File: src/rtl/core/mpq_pkg.sv
// ----------------------------------------------------------------------------
// mpq_pkg
// Shared widths, codes and types of the min priority queue cell chain.
// ----------------------------------------------------------------------------
package mpq_pkg;

	localparam int DEPTH     = 256;
	localparam int LINK_BITS = 9;
	localparam int FREQ_W    = 20;
	localparam int SYM_W     = 8;
	localparam int COUNT_W   = $clog2(DEPTH + 1);

	localparam logic [FREQ_W-1:0] FREQ_LIMIT = FREQ_W'(1000000);

	typedef logic [1:0] mode_t;

	localparam mode_t MODE_PUSH = 2'd0;
	localparam mode_t MODE_PEEK = 2'd1;
	localparam mode_t MODE_POP  = 2'd2;

	typedef enum logic [1:0] {
		ST_OK       = 2'd0,
		ST_EMPTY    = 2'd1,
		ST_FULL     = 2'd2,
		ST_FREQ_BIG = 2'd3
	} status_t;

	typedef struct packed {
		logic [FREQ_W-1:0]    freq;
		logic [SYM_W-1:0]     symbol;
		logic [LINK_BITS-1:0] left;
		logic [LINK_BITS-1:0] right;
	} entry_t;

	typedef struct packed {
		logic push;
		logic pop;
	} cell_cmd_t;

endpackage

File: src/rtl/core/mpq_cell.sv
// ----------------------------------------------------------------------------
// mpq_cell
// One slot of the sorted chain. Keeps its entry, takes the new word or its
// upper neighbor's entry on push, takes its lower neighbor's entry on pop.
// ----------------------------------------------------------------------------
module mpq_cell (
	input  logic               clk,
	input  mpq_pkg::cell_cmd_t cmd,
	input  logic               occupied,
	input  mpq_pkg::entry_t    new_entry,
	input  mpq_pkg::entry_t    prev_entry,
	input  mpq_pkg::entry_t    next_entry,
	input  logic               prev_keep,
	output mpq_pkg::entry_t    entry,
	output logic               keep
);

	mpq_pkg::entry_t entry_q;

	// strictly less: an equal new word goes ahead of older ones
	assign keep  = occupied && (entry_q.freq < new_entry.freq);
	assign entry = entry_q;

	always_ff @(posedge clk) begin
		if (cmd.pop) begin
			entry_q <= next_entry;
		end else if (cmd.push && !keep) begin
			if (prev_keep) begin
				entry_q <= new_entry;
			end else begin
				entry_q <= prev_entry;
			end
		end
	end

endmodule

File: config.mk
export PLATFORM = sky130hd
export DESIGN_NAME = mpq_cell
export DESIGN_NICKNAME = d
export VERILOG_FILES = /design/src/rtl/core/mpq_pkg.sv /design/src/rtl/core/mpq_cell.sv
export SDC_FILE = /design/constraint.sdc
export NUM_CORES = 1
export LEC_CHECK = 0
export BUFFER_PORTS_ARGS = -buffer_cell sky130_fd_sc_hd__buf_2
export CORE_MARGIN = 2
export CORE_UTILIZATION = 38
export CTS_CLUSTER_DIAMETER = 80
export DETAILED_ROUTE_END_ITERATION = 10
export MAX_ROUTING_LAYER = met4
export PLACE_DENSITY_LB_ADDON = 0.12
export SLEW_MARGIN = 20
export SYNTH_ARGS = -nofsm -noshare
export SYNTH_HDL_FRONTEND = slang
export SYNTH_SLANG_ARGS = --single-unit
File: constraint.sdc
create_clock -name clk -period 4.2 [get_ports clk]
set_input_delay 0.63 -clock clk [delete_from_list [all_inputs] [get_ports clk]]
set_output_delay 0.63 -clock clk [all_outputs]
set_load 0.01 [all_outputs]
# Yosys cells after proc, flatten, opt, wreduce, memory -nomap -nowiden
# Cells that the tools add are included.
# word_totals
ff_bits	46
out_inout_bits	47
inputBits	143
wordCells	12
# op_classes
n_reduce_logical	4
n_mux	3
order_cmp	1
# ops
op	count
2-to-1 mux 46 bit	3
< comparator 20 bit	1
logical AND 1 bit	2
nonzero test 2 bit	1
logical NOT 1 bit	1

# Longest topological paths before layout
# depth
word_depth	6
mapped_depth	7
depth_no_buf	7

# Worst setup path before layout
# Ideal clock, no wire load.
# synth_timing
kind	input to register
startpoint	input port new_entry[45] in the netlist's numbering
endpoint	register entry_q, in the netlist entry[0] (enable)
n_path_buf	0
path_slack_ps	3
stages	6
arrival_ps	3737
required_time_ps	3741
setup_time_ps	459
path_cell_list	inv_1 ha_1 nand4_1 nor4_1 a221oi_2 o21bai_1
# synth_via
elab_chain_len	5
# synth_rtl
element	line	rtl
start, declared	mpq_cell.sv:10	input mpq_pkg::entry_t new_entry,
< comparator 20 bit	mpq_cell.sv:21	assign keep = occupied && (entry_q.freq < new_entry.freq);
logical AND 1 bit	mpq_cell.sv:21	
net keep	mpq_cell.sv:15	output logic keep
logical NOT 1 bit	mpq_cell.sv:27	end else if (cmd.push && !keep) begin
logical AND 1 bit	mpq_cell.sv:27	
nonzero test 2 bit (no source line)	n/a	
end signal, assigned	mpq_cell.sv:26	entry_q <= next_entry;
end signal, assigned	mpq_cell.sv:29	entry_q <= new_entry;
end signal, assigned	mpq_cell.sv:31	entry_q <= prev_entry;
end, declared	mpq_cell.sv:18	mpq_pkg::entry_t entry_q;
# The timed path passes the listed nets, and every way through them passes these cells.
# A chain may end at the register's enable or synchronous reset.

# Final worst setup path
# layout_timing
startpoint	input port new_entry[33] in the netlist's numbering
endpoint	output port keep
# layout_via
elab_chain_len	2
# layout_rtl
element	line
< comparator 20 bit	mpq_cell.sv:21
logical AND 1 bit	mpq_cell.sv:21
end, declared	mpq_cell.sv:15
# Every way passes these cells.

==> reports/metrics.yaml <==
status: "completed"
cts_tree: "yes"
synth.distinct_cells: 25
synthTopCellsByArea: "edfxtp_1 49%, mux2i_1 16%, ha_1 8.4%"
antenna_found_initial: 0
sw_frac_of_total_pct: 27.4
cts_resized: 0
core_mm2: 0.00721
filler_cell_count: 720
holdBufCountCts: 0
io_buffers: 189
dieArea_mm2: 0.00811
irDropWorstVdd_mv: 0.140
ant_nets: 0
yosysMostFrequentCell: "nand2_1"
setup_tns_ns: 0
drt-initial-drc-count: 70
area_growth_pct: 39.9
r2r-start: "entry[33]$_DFFE_PP_"
synth_area_per_cell_um2: 10.5
boundaryPins: 190
synth_nets: 429
power_leakage_nw: 2.03
hold_path_class: "primary input to register"
clockRootBuffer: "clkbuf_8"
period_share_pct: 67.5
largest_reg_flops: 46
synth-edff-count: 46
drc_errors: 0
critPathLaunch: "new_entry[33]"
fmax_ghz: 0.353
finalHoldViolations: 0
grt_pass1_vias: 2618
slew_violations: 0
finalSetupViolCount: 0
p_seq_share_pct: 51.4
drv_cap: 0
cts_made_buffers: 5
post_cts_buffers: 0
hpwlAfterDp_um: 5870
totalPowerFinal_w: 0.00114
cp-end-kind: "output port"
clock-sinks: 46
rsz0062_at_grt: "false"
path_clk_slew_ns: 0.08
dieWidth_um: 90.1
grt_use_total_pct: 18.5
grt_overflow_total: 0
skew_ns: 0.00544
power-per-cell-area_mw_per_mm2: 288
vias_per_cell: 4.77
grt_max_degree: 56
synth_common_cells: "49 x nand2_1, 46 x edfxtp_1, 46 x mux2i_1, 36 x o21ai_0, 21 x inv_1"
firstDrtPassIters: 4
yosys.area.top_type: "edfxtp_1"
hp-start: "next_entry[45]"
tightest_slew_ns: 0.819
crit_type: "primary input to output port"
start_util_pct: 39.0
ys_ff_latch: 46
timing.max_slew.rel_slack_pct: 45.4
placed_cell_area_mm2: 0.00386
final_layout_size_suffix_gt1_share_pct: 44.3
wl_per_cell_um: 13.3
p_comb_share_pct: 26.4
synth_ff_type: "edfxtp_1"
start_kind: "primary input"
syn_area_mm2: 0.00282
place.gp.congestion: 0.825
worstPathMaxFanout: 2
routed_wl_um: 7310
intPower_w: 0.000825
async_flop_share_pct: 0
rows: 31
nets: 613
diodes: 0
vias: 2625
clk-insertion-delay-late_ns: 0.29
stdcell_area_mm2: 0.00394
ys_warn_count: 0
die_h_um: 90.1
ctsHtreeMaxLevel: 2
crit_required_ns: 3.57
pwr-share-clk_pct: 22.2
cp_data_arrival_time_ns: 2.21
hold_ws_ns: 0.614
clockBufferDepth: 2
p_sw_w: 0.000311
synth_top_area_share_pct: 49.1
finalCriticalPeriod_ns: 2.84
synthCells: 267
grt_pass1_wl_um: 11800
final_core_util_pct: 54.6
yosysSeqAreaShare_pct: 49.1
worst paths after layout:
path / endpoint / slack (ns) / cells past startpoint
max reg2reg: entry[6]$_DFFE_PP_ / 1.82 / 7
min reg2reg: entry[32]$_DFFE_PP_ / 1.24 / 5
min: entry[45]$_DFFE_PP_ / 0.61 / 3
max: keep / 1.36 / 8
per-stage QoR:
stage,instances,setup slack (ns)
floorplan,267,0.00340
global placement,543,1.38
detailed placement,543,1.37
CTS,550,1.37
global route,550,1.22
finish,550,1.36
worst max-delay path, cell delays in order:
cell,delay (ns)
buf_2,0.09
inv_1,0.04
ha_1,0.29
a21oi_1,0.17
o21ai_1,0.07
a311o_1,0.33
a221oi_2,0.38
buf_2,0.21
cell usage in the layout (no fill, tap or decap):
| cell | synthesis | layout |
|---|---|---|
| buf_2 | 2 | 189 |
| nand2_1 | 49 | 49 |
| mux2i_1 | 46 | 46 |
| edfxtp_1 | 46 | 46 |
| o21ai_0 | 36 | 36 |
| inv_1 | 21 | 21 |
| ha_1 | 19 | 19 |
| o21ai_1 | 11 | 11 |
| a21oi_1 | 6 | 6 |
| clkbuf_8 | 0 | 5 |
| nand4_1 | 3 | 3 |
| nor2_1 | 2 | 2 |
| o21a_1 | 2 | 2 |
| clkbuf_1 | 10 | 2 |
| buf_4 | 3 | 2 |
| a21o_1 | 1 | 1 |
| nor3_1 | 1 | 1 |
| a311o_1 | 1 | 1 |
| o211ai_1 | 1 | 1 |
| nand2b_1 | 1 | 1 |
| a2111oi_2 | 1 | 1 |
| nor4_1 | 1 | 1 |
| a211oi_1 | 1 | 1 |
| o221ai_1 | 1 | 1 |
| a221oi_2 | 1 | 1 |
| o21bai_4 | 0 | 1 |
| buf_12 | 0 | 1 |
layer usage:
| layer | track usage [%] | part of all wire [%] | vias up |
|---|---|---|---|
| met5 | - | 0 | - |
| met4 | 5.26 | 1.6 | 0 |
| met3 | 4.36 | 7.6 | 9 |
| met2 | 32.9 | 50 | 114 |
| met1 | 20.9 | 40 | 1175 |
| li1 | - | - | 1327 |
cell families after synthesis:
family / Yosys count / share of synthesized area (%)
flops: 46 / 49.1
simple gates: 57 / 8.09
fa+ha+maj: 19 / 8.44
mux: 46 / 16.4
compound gates: 63 / 12.8
buf+inv: 36 / 5.29
power groups by stage:
| stage | Sequential, W | Combinational (W) | Clock, W |
|---|---|---|---|
| after floorplan | 0.000622 | 0.000129 | 0 |
| after global placement | 0.000592 | 0.000303 | 0 |
| after detailed placement | 0.000594 | 0.000306 | 0 |
| after CTS | 0.000585 | 0.000307 | 0.000264 |
| after global routing | 0.000590 | 0.000339 | 0.000276 |
| final | 0.000583 | 0.000300 | 0.000253 |
layout make-up:
| type | instances | area, um2 | share of cell area (%) |
|---|---|---|---|
| Clock buffer | 7 | 76.3 | 1.94 |
| Timing Repair Buffer | 192 | 981 | 24.9 |
| Multi-Input combinational cell | 185 | 1300 | 32.9 |
| Tap cell | 99 | 124 | 3.15 |
| Sequential cell | 46 | 1380 | 35.1 |
| Inverter | 21 | 78.8 | 2.00 |
No activity file was read; power rests on OpenSTA's default activity.
